**src/rtl/srzpe_pkg.sv**
```systemverilog
`default_nettype none

package srzpe_pkg;

   localparam int NUM_LANES  = 4;
   localparam int PIX_W      = 4;
   localparam int WORD_W     = NUM_LANES * PIX_W;
   localparam int ACC_W      = 7;
   localparam int ZOOM_W     = 5;
   localparam int XPOS_W     = 11;
   localparam int START_W    = 10;
   localparam int CLIP_W     = 9;
   localparam int BANK_W     = 8;
   localparam int LEVEL_W    = 2;
   localparam int MASK_W     = 4;
   localparam int COLOR_W    = 13;
   localparam int CSR_IDX_W  = 1;
   localparam int LANE_IDX_W = $clog2(NUM_LANES);

   typedef logic [PIX_W-1:0]         pix_type;
   typedef logic [ACC_W-1:0]         acc_type;
   typedef logic [ZOOM_W-1:0]        zoom_type;
   typedef logic signed [XPOS_W-1:0] xpos_type;
   typedef logic [CLIP_W-1:0]        clip_type;
   typedef logic [BANK_W-1:0]        bank_type;
   typedef logic [LEVEL_W-1:0]       level_type;
   typedef logic [LANE_IDX_W-1:0]    lane_idx_type;
   typedef logic [CSR_IDX_W-1:0]     csr_idx_type;

   localparam logic          OP_ROW  = 1'b0;
   localparam logic          OP_WORD = 1'b1;

   localparam csr_idx_type   CSR_CLIP_LEFT  = CSR_IDX_W'(0);
   localparam csr_idx_type   CSR_CLIP_RIGHT = CSR_IDX_W'(1);
   localparam clip_type      CLIP_LEFT_RESET  = CLIP_W'(0);
   localparam clip_type      CLIP_RIGHT_RESET = CLIP_W'(319);

   localparam acc_type       ACC_START    = ACC_W'(32);
   localparam int            ACC_SKIP_BIT = 6;
   localparam acc_type       ACC_SKIP     = ACC_W'(64);
   localparam xpos_type      XPOS_ONE     = XPOS_W'(1);
   localparam pix_type       PIX_CLEAR    = PIX_W'(0);
   localparam pix_type       PIX_END      = PIX_W'(15);
   localparam logic [COLOR_W-1:0] COLOR_BASE = COLOR_W'(12'h800);
   localparam bank_type      SHADOW_BANK  = BANK_W'(8'h3f);
   localparam lane_idx_type  LANE_LAST    = LANE_IDX_W'(NUM_LANES - 1);

   typedef struct packed {
      xpos_type x;
      pix_type  pix;
      logic     we;
   } lane_out_type;

   typedef struct packed {
      bank_type  bank;
      level_type level;
      logic      done;
   } row_info_type;

   function automatic logic x_le(input xpos_type x, input clip_type c);
      return $signed(x) <= $signed({{(XPOS_W-CLIP_W){1'b0}}, c});
   endfunction

   function automatic logic x_ge(input xpos_type x, input clip_type c);
      return $signed(x) >= $signed({{(XPOS_W-CLIP_W){1'b0}}, c});
   endfunction

endpackage

`default_nettype wire

```
**src/rtl/srzpe_if.sv**
```systemverilog
`default_nettype none

interface srzpe_req_if;
   logic                valid;
   logic                ready;
   logic                op;
   logic [15:0]         pixel_word;
   logic signed [9:0]   start_x;
   logic                mirror;
   logic [4:0]          hzoom;
   logic [7:0]          palette_bank;
   logic [1:0]          priority_level;

   modport source (output valid, op, pixel_word, start_x, mirror, hzoom, palette_bank,
                   priority_level, input ready);
   modport sink (input valid, op, pixel_word, start_x, mirror, hzoom, palette_bank,
                 priority_level, output ready);
endinterface

interface srzpe_rsp_if;
   logic                valid;
   logic                ready;
   logic signed [10:0]  screen_x;
   logic [12:0]         color_value;
   logic [3:0]          priority_mask;
   logic                write_enable;
   logic                shadow;
   logic                row_done;
   logic                last;

   modport source (output valid, screen_x, color_value, priority_mask, write_enable, shadow,
                   row_done, last, input ready);
   modport sink (input valid, screen_x, color_value, priority_mask, write_enable, shadow,
                 row_done, last, output ready);
endinterface

interface srzpe_csr_if;
   logic        valid;
   logic        ready;
   logic [0:0]  index;
   logic [8:0]  data;

   modport source (output valid, index, data, input ready);
   modport sink (input valid, index, data, output ready);
endinterface

`default_nettype wire

```
**src/rtl/srzpe_lane.sv**
```systemverilog
`default_nettype none

module srzpe_lane (
   input  srzpe_pkg::pix_type      pix,
   input  srzpe_pkg::acc_type      acc_in,
   input  srzpe_pkg::xpos_type     x_in,
   input  srzpe_pkg::zoom_type     hzoom,
   input  srzpe_pkg::clip_type     clip_left,
   input  srzpe_pkg::clip_type     clip_right,
   output srzpe_pkg::acc_type      acc_out,
   output srzpe_pkg::xpos_type     x_out,
   output srzpe_pkg::lane_out_type result
);
   import srzpe_pkg::*;

   logic    skip;
   logic    opaque;
   acc_type acc_base;

   assign skip     = acc_in[ACC_SKIP_BIT];
   assign acc_base = skip ? (acc_in & ~ACC_SKIP) : acc_in;
   assign acc_out  = acc_base + {{(ACC_W-ZOOM_W){1'b0}}, hzoom};
   assign x_out    = skip ? x_in : x_in + XPOS_ONE;
   assign opaque   = (pix != PIX_CLEAR) && (pix != PIX_END);

   assign result.x   = x_in;
   assign result.pix = pix;
   assign result.we  = !skip && opaque && x_ge(x_in, clip_left) && x_le(x_in, clip_right);

endmodule

`default_nettype wire

```
**src/rtl/srzpe_merge.sv**
```systemverilog
`default_nettype none

module srzpe_merge (
   input  logic                    clock,
   input  logic                    reset,
   input  logic                    load,
   input  srzpe_pkg::lane_out_type lanes [srzpe_pkg::NUM_LANES],
   input  srzpe_pkg::row_info_type info,
   output logic                    load_ready,
   srzpe_rsp_if.source             rsp_if
);
   import srzpe_pkg::*;

   lane_out_type ent_ff [NUM_LANES];
   lane_out_type ent_in [NUM_LANES];
   row_info_type info_ff;
   row_info_type info_in;
   logic         valid_ff;
   logic         valid_in;
   lane_idx_type idx_ff;
   lane_idx_type idx_in;
   lane_out_type cur;
   logic         pop;
   logic         last_pop;

   assign pop        = valid_ff && rsp_if.ready;
   assign last_pop   = pop && (idx_ff == LANE_LAST);
   assign load_ready = !valid_ff || last_pop;

   always_comb begin
      valid_in = valid_ff;
      idx_in   = idx_ff;
      info_in  = info_ff;
      ent_in   = ent_ff;
      if (load) begin
         valid_in = 1'b1;
         idx_in   = '0;
         info_in  = info;
         ent_in   = lanes;
      end else if (pop) begin
         idx_in = idx_ff + LANE_IDX_W'(1);
         if (last_pop) begin
            valid_in = 1'b0;
         end
      end
   end

   always_ff @(posedge clock) begin
      if (reset) begin
         valid_ff <= 1'b0;
         idx_ff   <= '0;
      end else begin
         valid_ff <= valid_in;
         idx_ff   <= idx_in;
      end
   end

   always_ff @(posedge clock) begin
      info_ff <= info_in;
      ent_ff  <= ent_in;
   end

   // result fields of the word at the head of the burst
   assign cur                  = ent_ff[idx_ff];
   assign rsp_if.valid         = valid_ff;
   assign rsp_if.screen_x      = cur.x;
   assign rsp_if.color_value   = COLOR_BASE + {1'b0, info_ff.bank, cur.pix};
   assign rsp_if.priority_mask = MASK_W'(1) << info_ff.level;
   assign rsp_if.write_enable  = cur.we;
   assign rsp_if.shadow        = (info_ff.bank == SHADOW_BANK);
   assign rsp_if.row_done      = info_ff.done;
   assign rsp_if.last          = (idx_ff == LANE_LAST);

endmodule

`default_nettype wire

```
**src/rtl/sprite_row_zoom_pixel_engine.sv**
```systemverilog
// Horizontal row engine of a sprite generator.
// req_if: valid/ready channel. op = 0 opens a row (start_x, mirror, hzoom,
//   palette_bank, priority_level); op = 1 carries a word of four 4-bit pixels.
// rsp_if: valid/ready channel, four words per drawn pixel word, last on the
//   fourth. Row starts, words with no open row and words that arrive past the
//   right clip edge give no result.
// csr_if: clip_left (index 0) and clip_right (index 1), always ready; write
//   only while the block is idle.
// Four lanes handle the four pixels of a word in the cycle it is accepted;
// the results are registered and the first one shows on rsp_if the next
// cycle, one result per cycle after that while rsp_if.ready is high; a new
// item is accepted in the cycle the fourth result of the previous word is
// taken, so words stream with no gap.
// Reset (synchronous) clears the row state, clip registers and the result
// buffer. When rsp_if.ready stays low the current result holds and req_if
// is not ready until the fourth result of the burst is taken.

`default_nettype none

module sprite_row_zoom_pixel_engine (
   input  logic         clock,
   input  logic         reset,
   srzpe_req_if.sink    req_if,
   srzpe_rsp_if.source  rsp_if,
   srzpe_csr_if.sink    csr_if
);
   import srzpe_pkg::*;

   clip_type     clip_left_ff, clip_left_in;
   clip_type     clip_right_ff, clip_right_in;
   xpos_type     cur_x_ff, cur_x_in;
   acc_type      zoom_acc_ff, zoom_acc_in;
   logic         row_mirror_ff, row_mirror_in;
   zoom_type     row_hzoom_ff, row_hzoom_in;
   bank_type     row_bank_ff, row_bank_in;
   level_type    row_level_ff, row_level_in;
   logic         row_active_ff, row_active_in;

   acc_type      acc_chain [NUM_LANES+1];
   xpos_type     x_chain [NUM_LANES+1];
   lane_out_type lane_res [NUM_LANES];
   row_info_type info;
   logic         load_ready;
   logic         accept;
   logic         past_edge;
   logic         done;
   logic         load;

   assign csr_if.ready = 1'b1;

   always_comb begin
      clip_left_in  = clip_left_ff;
      clip_right_in = clip_right_ff;
      if (csr_if.valid) begin
         case (csr_if.index)
            CSR_CLIP_LEFT:  clip_left_in  = csr_if.data;
            CSR_CLIP_RIGHT: clip_right_in = csr_if.data;
            default: ;
         endcase
      end
   end

   assign acc_chain[0] = zoom_acc_ff;
   assign x_chain[0]   = cur_x_ff;

   for (genvar i = 0; i < NUM_LANES; i++) begin : g_lane
      pix_type pix;
      assign pix = row_mirror_ff ? req_if.pixel_word[PIX_W*i +: PIX_W]
                                 : req_if.pixel_word[PIX_W*(NUM_LANES-1-i) +: PIX_W];
      srzpe_lane u_lane (
         .pix        (pix),
         .acc_in     (acc_chain[i]),
         .x_in       (x_chain[i]),
         .hzoom      (row_hzoom_ff),
         .clip_left  (clip_left_ff),
         .clip_right (clip_right_ff),
         .acc_out    (acc_chain[i+1]),
         .x_out      (x_chain[i+1]),
         .result     (lane_res[i])
      );
   end

   assign accept    = req_if.valid && req_if.ready;
   assign past_edge = !x_le(cur_x_ff, clip_right_ff);
   assign done      = (lane_res[NUM_LANES-1].pix == PIX_END)
                      || !x_le(x_chain[NUM_LANES], clip_right_ff);
   assign load      = accept && (req_if.op == OP_WORD) && row_active_ff && !past_edge;

   assign info.bank  = row_bank_ff;
   assign info.level = row_level_ff;
   assign info.done  = done;

   always_comb begin
      cur_x_in      = cur_x_ff;
      zoom_acc_in   = zoom_acc_ff;
      row_mirror_in = row_mirror_ff;
      row_hzoom_in  = row_hzoom_ff;
      row_bank_in   = row_bank_ff;
      row_level_in  = row_level_ff;
      row_active_in = row_active_ff;
      if (accept) begin
         if (req_if.op == OP_ROW) begin
            cur_x_in      = xpos_type'({req_if.start_x[START_W-1], req_if.start_x});
            row_mirror_in = req_if.mirror;
            row_hzoom_in  = req_if.hzoom;
            row_bank_in   = req_if.palette_bank;
            row_level_in  = req_if.priority_level;
            zoom_acc_in   = ACC_START;
            row_active_in = 1'b1;
         end else if (row_active_ff) begin
            if (past_edge) begin
               row_active_in = 1'b0;
            end else begin
               cur_x_in    = x_chain[NUM_LANES];
               zoom_acc_in = acc_chain[NUM_LANES];
               if (done) begin
                  row_active_in = 1'b0;
               end
            end
         end
      end
   end

   always_ff @(posedge clock) begin
      if (reset) begin
         clip_left_ff  <= CLIP_LEFT_RESET;
         clip_right_ff <= CLIP_RIGHT_RESET;
         cur_x_ff      <= '0;
         zoom_acc_ff   <= ACC_START;
         row_mirror_ff <= 1'b0;
         row_hzoom_ff  <= '0;
         row_bank_ff   <= '0;
         row_level_ff  <= '0;
         row_active_ff <= 1'b0;
      end else begin
         clip_left_ff  <= clip_left_in;
         clip_right_ff <= clip_right_in;
         cur_x_ff      <= cur_x_in;
         zoom_acc_ff   <= zoom_acc_in;
         row_mirror_ff <= row_mirror_in;
         row_hzoom_ff  <= row_hzoom_in;
         row_bank_ff   <= row_bank_in;
         row_level_ff  <= row_level_in;
         row_active_ff <= row_active_in;
      end
   end

   srzpe_merge u_merge (
      .clock      (clock),
      .reset      (reset),
      .load       (load),
      .lanes      (lane_res),
      .info       (info),
      .load_ready (load_ready),
      .rsp_if     (rsp_if)
   );

   assign req_if.ready = load_ready;

endmodule

`default_nettype wire

```
**src/flat_wrapper.sv**
```systemverilog
// flat-port wrapper written by rule: the top's interface ports become plain ports
module sprite_row_zoom_pixel_engine_flat import srzpe_pkg::*;
  (clock, reset, req_if_valid, req_if_op, req_if_pixel_word, req_if_start_x, req_if_mirror, req_if_hzoom, req_if_palette_bank, req_if_priority_level, req_if_ready, rsp_if_valid, rsp_if_screen_x, rsp_if_color_value, rsp_if_priority_mask, rsp_if_write_enable, rsp_if_shadow, rsp_if_row_done, rsp_if_last, rsp_if_ready, csr_if_valid, csr_if_index, csr_if_data, csr_if_ready);
  srzpe_req_if req_if_i ();
  srzpe_rsp_if rsp_if_i ();
  srzpe_csr_if csr_if_i ();
  input  logic clock;
  input  logic reset;
  input wire logic [$bits(req_if_i.valid)-1:0] req_if_valid;
  input wire logic [$bits(req_if_i.op)-1:0] req_if_op;
  input wire logic [$bits(req_if_i.pixel_word)-1:0] req_if_pixel_word;
  input wire logic [$bits(req_if_i.start_x)-1:0] req_if_start_x;
  input wire logic [$bits(req_if_i.mirror)-1:0] req_if_mirror;
  input wire logic [$bits(req_if_i.hzoom)-1:0] req_if_hzoom;
  input wire logic [$bits(req_if_i.palette_bank)-1:0] req_if_palette_bank;
  input wire logic [$bits(req_if_i.priority_level)-1:0] req_if_priority_level;
  output wire logic [$bits(req_if_i.ready)-1:0] req_if_ready;
  output wire logic [$bits(rsp_if_i.valid)-1:0] rsp_if_valid;
  output wire logic [$bits(rsp_if_i.screen_x)-1:0] rsp_if_screen_x;
  output wire logic [$bits(rsp_if_i.color_value)-1:0] rsp_if_color_value;
  output wire logic [$bits(rsp_if_i.priority_mask)-1:0] rsp_if_priority_mask;
  output wire logic [$bits(rsp_if_i.write_enable)-1:0] rsp_if_write_enable;
  output wire logic [$bits(rsp_if_i.shadow)-1:0] rsp_if_shadow;
  output wire logic [$bits(rsp_if_i.row_done)-1:0] rsp_if_row_done;
  output wire logic [$bits(rsp_if_i.last)-1:0] rsp_if_last;
  input wire logic [$bits(rsp_if_i.ready)-1:0] rsp_if_ready;
  input wire logic [$bits(csr_if_i.valid)-1:0] csr_if_valid;
  input wire logic [$bits(csr_if_i.index)-1:0] csr_if_index;
  input wire logic [$bits(csr_if_i.data)-1:0] csr_if_data;
  output wire logic [$bits(csr_if_i.ready)-1:0] csr_if_ready;
  assign req_if_i.valid = req_if_valid;
  assign req_if_i.op = req_if_op;
  assign req_if_i.pixel_word = req_if_pixel_word;
  assign req_if_i.start_x = req_if_start_x;
  assign req_if_i.mirror = req_if_mirror;
  assign req_if_i.hzoom = req_if_hzoom;
  assign req_if_i.palette_bank = req_if_palette_bank;
  assign req_if_i.priority_level = req_if_priority_level;
  assign req_if_ready = req_if_i.ready;
  assign rsp_if_valid = rsp_if_i.valid;
  assign rsp_if_screen_x = rsp_if_i.screen_x;
  assign rsp_if_color_value = rsp_if_i.color_value;
  assign rsp_if_priority_mask = rsp_if_i.priority_mask;
  assign rsp_if_write_enable = rsp_if_i.write_enable;
  assign rsp_if_shadow = rsp_if_i.shadow;
  assign rsp_if_row_done = rsp_if_i.row_done;
  assign rsp_if_last = rsp_if_i.last;
  assign rsp_if_i.ready = rsp_if_ready;
  assign csr_if_i.valid = csr_if_valid;
  assign csr_if_i.index = csr_if_index;
  assign csr_if_i.data = csr_if_data;
  assign csr_if_ready = csr_if_i.ready;
  sprite_row_zoom_pixel_engine u_core (.clock(clock), .reset(reset), .req_if(req_if_i), .rsp_if(rsp_if_i), .csr_if(csr_if_i));
endmodule
```
**config.mk**
```make
export PLATFORM = sky130hd
export DESIGN_NAME = sprite_row_zoom_pixel_engine_flat
export DESIGN_NICKNAME = d
export VERILOG_FILES = /design/src/rtl/srzpe_pkg.sv /design/src/rtl/srzpe_if.sv /design/src/rtl/srzpe_lane.sv /design/src/rtl/srzpe_merge.sv /design/src/rtl/sprite_row_zoom_pixel_engine.sv /design/src/flat_wrapper.sv
export SDC_FILE = /design/constraint.sdc
export NUM_CORES = 1
export LEC_CHECK = 0
export BUFFER_PORTS_ARGS = -buffer_cell sky130_fd_sc_hd__buf_2
export CAP_MARGIN = 20
export CORE_AREA = 2 2 132 159
export DETAILED_ROUTE_END_ITERATION = 8
export DIE_AREA = 0 0 134 161
export PLACE_DENSITY = 0.63
export SYNTH_ARGS = -nofsm -noshare
export SYNTH_HDL_FRONTEND = slang
export SYNTH_SLANG_ARGS = --single-unit
```
**constraint.sdc**
```tcl
create_clock -name clock -period 8 [get_ports clock]
set_input_delay 1.6 -clock clock [delete_from_list [all_inputs] [get_ports clock]]
set_output_delay 1.6 -clock clock [all_outputs]
set_load 0.03 [all_outputs]
```
# After elaboration in Yosys (flattened, before gate mapping)
# Index checks and enable logic that the tools add are counted.
dict set report op_classes {
  n_addsub 10
  n_mux 24
  shift 1
  n_reduce_logical 42
  bitwise 3
  eq_ne 9
  magnitude_cmp 10
}
# op count
set ops {}
lappend ops {{two-way mux 11 bit} 7}
lappend ops {{<= comparator 11 x 10 -> 1 bit} 5}
lappend ops {{adder 11 x 2 -> 11 bit (second input constant)} 4}
lappend ops {{greater-or-equal comparator 11 x 10 -> 1 bit} 4}
lappend ops {{binary-select mux 16 bit (select 2 bit)} 1}
lappend ops {{two-way mux 16 bit} 2}
lappend ops {{adder 6 x 5 -> 7 bit} 4}
lappend ops {{logical AND 1 bit} 22}
lappend ops {{two-way mux 7 bit} 3}
lappend ops {{two-way mux 4 bit} 4}
lappend ops {{inequality test 4 bit (second input constant)} 4}
lappend ops {{nonzero test 4 bit} 4}
lappend ops {{adder 12 x 12 -> 13 bit (first input constant)} 1}
lappend ops {{== test 8 x 6 -> 1 bit (second input constant)} 1}
lappend ops {{AND reduction 2 bit} 4}
lappend ops {{two-way mux 1 bit} 7}
lappend ops {{logical NOT 1 bit} 6}
lappend ops {{== test 4 bit (second input constant)} 1}
lappend ops {{inequality test 2 x 1 -> 1 bit (second input constant)} 2}
lappend ops {{nonzero test 2 bit} 2}
lappend ops {{<< shifter 1 x 2 -> 4 bit (first input constant)} 1}
lappend ops {{greater-or-equal comparator 3 bit (second input constant)} 1}
lappend ops {{inverter 2 -> 3 bit} 1}
lappend ops {{AND reduction 3 bit} 1}
lappend ops {{other kinds (5)} 7}
dict set report word_totals {
  elab_cells 125
  reg_bits 131
  inputBits 58
}

# Depth between registers and ports, before layout
dict set report depth {
  word_depth 15
  ltp_mapped 26
  depth_no_buf 26
}

# Hierarchy
# Synthesis repeated with hierarchy kept, for this count alone.
dict set report unflattened {
  cells_unflattened 982
  hier_area_um2 9776.9
}
# module cells_per_inst instances area_each_um2 seq_area_each_um2
set by_module_without_submodules {}
lappend by_module_without_submodules {{srzpe_lane (u_core.g_lane[0].u_lane ...)} 132 3 1014.7 0.0}
lappend by_module_without_submodules {srzpe_merge 125 1 2931.6 2312.2}
lappend by_module_without_submodules {sprite_row_zoom_pixel_engine 328 1 2808.9 1061.0}
lappend by_module_without_submodules {{srzpe_lane (u_core.g_lane[1].u_lane)} 133 1 992.2 0.0}

# Worst setup path before layout
# No wires, ideal clock.
dict set report synth_timing {
  path_kind {input to register}
  start {input rsp_if_ready}
  end {register u_core.zoom_acc_ff[1]}
  required_ns 7.914
  arrival_time_ns 8.164
  path_stages 6
  setup_ns 0.086
  slack_ns -0.250
  path_cell_list {nand2_1 nand2_1 nand2_1 nor3_1 a22oi_1 nor2_1}
}
dict set report synth_between {
  elab_chain_cells 5
}
# item line_no
set synth_lines {}
lappend synth_lines {{from (decl)} flat_wrapper.sv:26} ;# input wire logic [$bits(rsp_if_i.ready)-1:0] rsp_if_ready;
lappend synth_lines {{logical AND 1 bit} srzpe_merge.sv:26} ;# assign pop = valid_ff && rsp_if.ready;
lappend synth_lines {{logical AND 1 bit} srzpe_merge.sv:27} ;# assign last_pop = pop && (idx_ff == LANE_LAST);
lappend synth_lines {{logical OR 1 bit} srzpe_merge.sv:28} ;# assign load_ready = !valid_ff || last_pop;
lappend synth_lines {{net req_if_ready} flat_wrapper.sv:17} ;# output wire logic [$bits(req_if_i.ready)-1:0] req_if_ready;
lappend synth_lines {{logical AND 1 bit} sprite_row_zoom_pixel_engine.sv:83} ;# assign accept = req_if.valid && req_if.ready;
lappend synth_lines {{AND reduction 3 bit (no source line)} --}
lappend synth_lines {{to (signal assigned)} sprite_row_zoom_pixel_engine.sv:139} ;# zoom_acc_ff <= zoom_acc_in;
lappend synth_lines {{to (decl)} sprite_row_zoom_pixel_engine.sv:32} ;# acc_type zoom_acc_ff, zoom_acc_in;
# The timed path passes the listed nets, and every way through them passes these cells.
# A chain may end at the register's enable or synchronous reset.

# Final worst setup path
dict set report layout_timing {
  start {register u_core.row_hzoom_ff[0]}
  end {register u_core.row_active_ff}
}
dict set report layout_between {
  elab_chain_cells 13
}
# item line_no
set layout_lines {}
lappend layout_lines {{from (decl)} sprite_row_zoom_pixel_engine.sv:34} ;# zoom_type row_hzoom_ff, row_hzoom_in;
lappend layout_lines {{from (signal assigned)} sprite_row_zoom_pixel_engine.sv:141} ;# row_hzoom_ff <= row_hzoom_in;
lappend layout_lines {{adder 6 x 5 -> 7 bit *} srzpe_lane.sv:22} ;# assign acc_out = acc_base + {{(ACC_W-ZOOM_W){1'b0}}, hzoom};
lappend layout_lines {{two-way mux 11 bit *} srzpe_lane.sv:23} ;# assign x_out = skip ? x_in : x_in + XPOS_ONE;
lappend layout_lines {{net u_core.g_lane[1].u_lane.x_out[0]} srzpe_lane.sv:11} ;# output srzpe_pkg::xpos_type x_out,
lappend layout_lines {{adder 11 x 2 -> 11 bit *} srzpe_lane.sv:23}
lappend layout_lines {{two-way mux 11 bit *} srzpe_lane.sv:23}
lappend layout_lines {{net u_core.g_lane[2].u_lane.x_out[4]} srzpe_lane.sv:11}
lappend layout_lines {{adder 11 x 2 -> 11 bit} srzpe_lane.sv:23}
lappend layout_lines {{two-way mux 11 bit *} srzpe_lane.sv:23}
lappend layout_lines {{<= comparator 11 x 10 -> 1 bit *} srzpe_pkg.sv:61} ;# return $signed(x) <= $signed({{(XPOS_W-CLIP_W){1'b0}}, c});
lappend layout_lines {{logical NOT 1 bit *} sprite_row_zoom_pixel_engine.sv:86} ;# || !x_le(x_chain[NUM_LANES], clip_right_ff);
lappend layout_lines {{logical OR 1 bit *} sprite_row_zoom_pixel_engine.sv:86}
lappend layout_lines {{two-way mux 1 bit *} sprite_row_zoom_pixel_engine.sv:116} ;# if (done) begin
lappend layout_lines {{two-way mux 1 bit *} sprite_row_zoom_pixel_engine.sv:111} ;# if (past_edge) begin
lappend layout_lines {{two-way mux 1 bit *} sprite_row_zoom_pixel_engine.sv:110} ;# end else if (row_active_ff) begin
lappend layout_lines {{two-way mux 1 bit *} sprite_row_zoom_pixel_engine.sv:102} ;# if (req_if.op == OP_ROW) begin
lappend layout_lines {{to (signal assigned)} sprite_row_zoom_pixel_engine.sv:144} ;# row_active_ff <= row_active_in;
lappend layout_lines {{to (decl)} sprite_row_zoom_pixel_engine.sv:37} ;# logic row_active_ff, row_active_in;
# Mark *: on every way through the listed nets, which the timed path passes. The rest lies on a longest branch.

==> results by group <==
Outcome
  – Outcome: completed

Floorplan
  – Die Width: 134 um
  – Core Region: approximately 20,000 um2
  – I/O Pins: 93
  – Vert. Die Dim: 161 um
  – Num rows: 57
  – Die footprint: ~22,000 um2
  – Initial core utilization: 44.3%

Detailed routing
  – Iter 0 DRT Violations: 477
  – Via count: 6,957
  – Routed Antenna Nets: 0
  – WL final: 23,600 um
  – Pre-antenna DRT Iters: 5
  – DRC violations left: 0
  – Wire length per cell: 18.9 um
  – Via/cell ratio: 5.57

Logic synthesis
  – Post-synthesis sequential area ratio: between 30% and 40%
  – Asr flop ratio synth: 0%
  – Post-synth top flop: edfxtp_1
  – Syn nets: 1,055
  – Cell count after synthesis: between 800 and 900
  – Avg Cell Area, Syn: 10.0 um2
  – Post-Syn Area: just under 9000 um2
  – EDFF count, synth: 75
  – Synth unique cells: 69
  – Synthesis Warnings: 0
  – FF+latch count, synth: 131

Placement
  – DPL Wire Length: 17,900 um
  – GPL Wtd Cong: 0.927
  – IO buf count: between 90 and 100

Timing
  – Final max-slew violation count: 0
  – Setup_tns: 0 ns
  – Fin Hold WS: 0.430 ns
  – Fmax: 179 MHz
  – Fin crit period: 5.59 ns
  – Fin Clk Skew: 0.00985 ns
  – Endpoints failing hold: 0
  – Setup violators final: 0
  – Final Cycle Share: 69.9%
  – RSZ-0062 raised after global routing: no
  – Max-slew headroom: between 30 and 40%
  – Measured slew at the worst slew-check pin: 1.04 ns

Clock network
  – Clock transition at path regs: 0.06 ns
  – Root buffer cell: clkbuf_16
  – H-tree Lvls: 4
  – Clk sinks: 131
  – Postcts setup bufs: 0
  – Post-CTS Resized: 0
  – CTS Hold Bufs: 0
  – CTS tree: yes
  – Worst-case clock buffer depth: 2
  – Clk_lat worst skew: 0.44 ns
  – TritonCTS buffer count: 17

Layout
  – # nets final: 1,136
  – Area Overhead vs Synth: 14.5%
  – N_diodes: 0
  – Fraction of layout cells with a size suffix above 1: between 15 and 20%

Critical path
  – R2R cell count: 20
  – Crit path arrival time: 5.97 ns
  – Crit path buffers/inverters: 1
  – WS Path Type: reg2reg
  – Critical Path Sink Type: flip-flop
  – CP Max Fanout: 7
  – CP cell instances: ha_1 -> fa_1 -> a21o_1 -> a22o_1 -> xnor2_1 -> inv_1 -> ha_1 -> o21ai_0 -> nor2_1 -> xnor2_1 -> nand2_1 -> nor4_2 -> xnor2_1 -> ha_1 -> nand4_1 -> nor3_1 -> o21bai_1 -> o31ai_1 -> o32ai_1 -> a21o_1
  – CP Data Required Time: 8.38 ns
  – Top delay family on crit path: compound AO/OA/AOI/OAI gates
  – Critical Path Slowest Stage Cell: xnor2_1
  – Worst path depth: 20
  – Worst Setup Start Kind: flip-flop
  – CP peak stage delay: between 0.6 and 0.7 ns

Global route
  – Vias in the first global route: roughly 7.0k
  – Pin count of the biggest net entering global routing: 80
  – GRT Util Overall: 22.9%
  – Antenna violations before repair: 0
  – First-pass GRT wire length: 37,600 um
  – Total grt overflow: 0

Worst hold path
  – Type of the worst min-delay path: reg2reg
  – WHS Path Cells: 0

Flow run
  – Max-cap violations: 0

Power
  – Power per cell area: 210 nW/um2
  – Worst vdd ir: ~0.00015 V
  – Static leakage: 4.31 nW
flip-flops by register name (all words and copies together), names as in the netlist, 2 cells and up:
name and count:
u_core.u_merge.ent_ff 64, u_core.cur_x_ff 11, u_core.u_merge.info_ff 10, u_core.clip_left_ff 9, u_core.clip_right_ff 9, u_core.row_bank_ff 8, u_core.zoom_acc_ff 7, u_core.row_hzoom_ff 5
u_core.row_level_ff 2, u_core.u_merge.idx_ff 2
area by class of cell:
cell class | count | area [um2]
well taps | 265 | 332
fillers | 1876 | 9870
clock inverters | 14 | 161
multi-input cells | 664 | 5130
flip-flops and latches | 131 | 3370
inverters | 58 | 218
repair buffers | 98 | 508
clock buffers | 18 | 450
final timing paths:
check                         startpoint                         to  slack, ns
hold / removal     u_core.row_bank_ff[2]  u_core.u_merge.info_ff[5]       0.43
setup / recovery  u_core.row_hzoom_ff[0]       u_core.row_active_ff       2.41
hold reg to reg    u_core.row_bank_ff[2]  u_core.u_merge.info_ff[5]       0.43
setup reg to reg  u_core.row_hzoom_ff[0]       u_core.row_active_ff       2.41
metrics by stage:
stage                     cells  instance area [um2]  power (mW)  worst slack [ns]  util [%]
final                      1248                10200        2.14              2.41      50.8
after CTS                  1248                10200        2.15              2.43      50.8
after global placement     1216                 9560        1.33              2.67      47.7
after detailed placement   1216                 9560        1.34              2.46      47.7
after floorplan             889                 8890        1.18              2.24         -
after global routing       1248                10200        2.25              1.96      50.8
worst reg2reg max path, delay by kind of cell (launching register included):
family                   cells  cell delay [ns]
AND/OR/NAND/NOR              5             1.06
buffers and inverters        1             0.12
adder cells (fa/ha/maj)      4             1.30
XOR/XNOR                     3             1.27
flip-flops                   1             0.34
AO/OA/AOI/OAI                7             1.43
metal layers:
metal,routed length (um),part of all wire (%),vias up,GRT usage [%]
met3,1360,5.8,60,4.71
met1,9770,41,3250,27.4
met2,11300,48,243,38.8
met5,0,0,-,0
met4,1130,4.8,0,11.8
li1,-,-,3404,-
power by group:
| group | leakage [nW] | switching [mW] | internal [mW] |
|---|---|---|---|
| Combinational | 2.86 | 0.322 | 0.219 |
| Clock | 0.305 | 0.320 | 0.486 |
| Sequential | 1.14 | 0.0331 | 0.757 |
| Total | 4.31 | 0.675 | 1.46 |
cell usage after synthesis, types with 5 or more instances:
master | n | share of area [%]
nor3_1 | 16 | 0.90
o211ai_1 | 6 | 0.51
nor2b_1 | 17 | 1.2
edfxtp_1 | 75 | 25
o21a_1 | 27 | 2.3
nor2_1 | 30 | 1.3
nand4_1 | 20 | 1.4
dfxtp_1 | 56 | 13
a21oi_1 | 68 | 3.8
a211oi_1 | 5 | 0.42
inv_1 | 55 | 2.3
nand2b_1 | 16 | 1.1
o21bai_1 | 5 | 0.42
mux2i_1 | 15 | 1.7
xor2_1 | 17 | 1.7
xnor2_1 | 33 | 3.3
o21ai_0 | 21 | 1.2
buf_4 | 10 | 0.84
ha_1 | 104 | 15
buf_1 | 7 | 0.30
mux2_2 | 11 | 1.4
nand3_1 | 34 | 1.9
mux4_2 | 16 | 4.1
a21o_1 | 25 | 2.1
nand2_1 | 101 | 4.3
and2_1 | 6 | 0.42
clkbuf_1 | 17 | 0.72
cells by family (layout without fill, tap and decap cells):
group                    count (synthesis)  in the layout  synth area share [%]
adder cells (fa/ha/maj)                108            108                  15.5
buffers and inverters                   94            188                  4.42
flip-flops                             131            131                  38.0
AO/OA/AOI/OAI                          190            190                  14.2
XOR/XNOR                                52             52                  5.29
multiplexers                            42             42                  7.14
AND/OR/NAND/NOR                        271            271                  15.4
other                                    1              1                0.0422
placed cells by master (no fill, tap or decap), types with 5 or more instances in the layout:
master	count
nor2_1	30
a21o_1	25
nor2b_1	17
o211ai_1	6
ha_1	104
nor3_1	15
xnor2_1	33
inv_1	55
nand2_1	101
mux4_2	16
a21oi_1	68
mux2i_1	15
mux2_2	11
o21bai_1	5
o21ai_0	21
nand2b_1	16
nand4_1	20
nand3_1	34
xor2_1	17
buf_2	91
buf_4	7
clkbuf_16	18
a211oi_1	5
edfxtp_1	75
o21a_1	27
dfxtp_1	56
and2_1	6
Note: power is estimated with default switching activity, not from simulation.
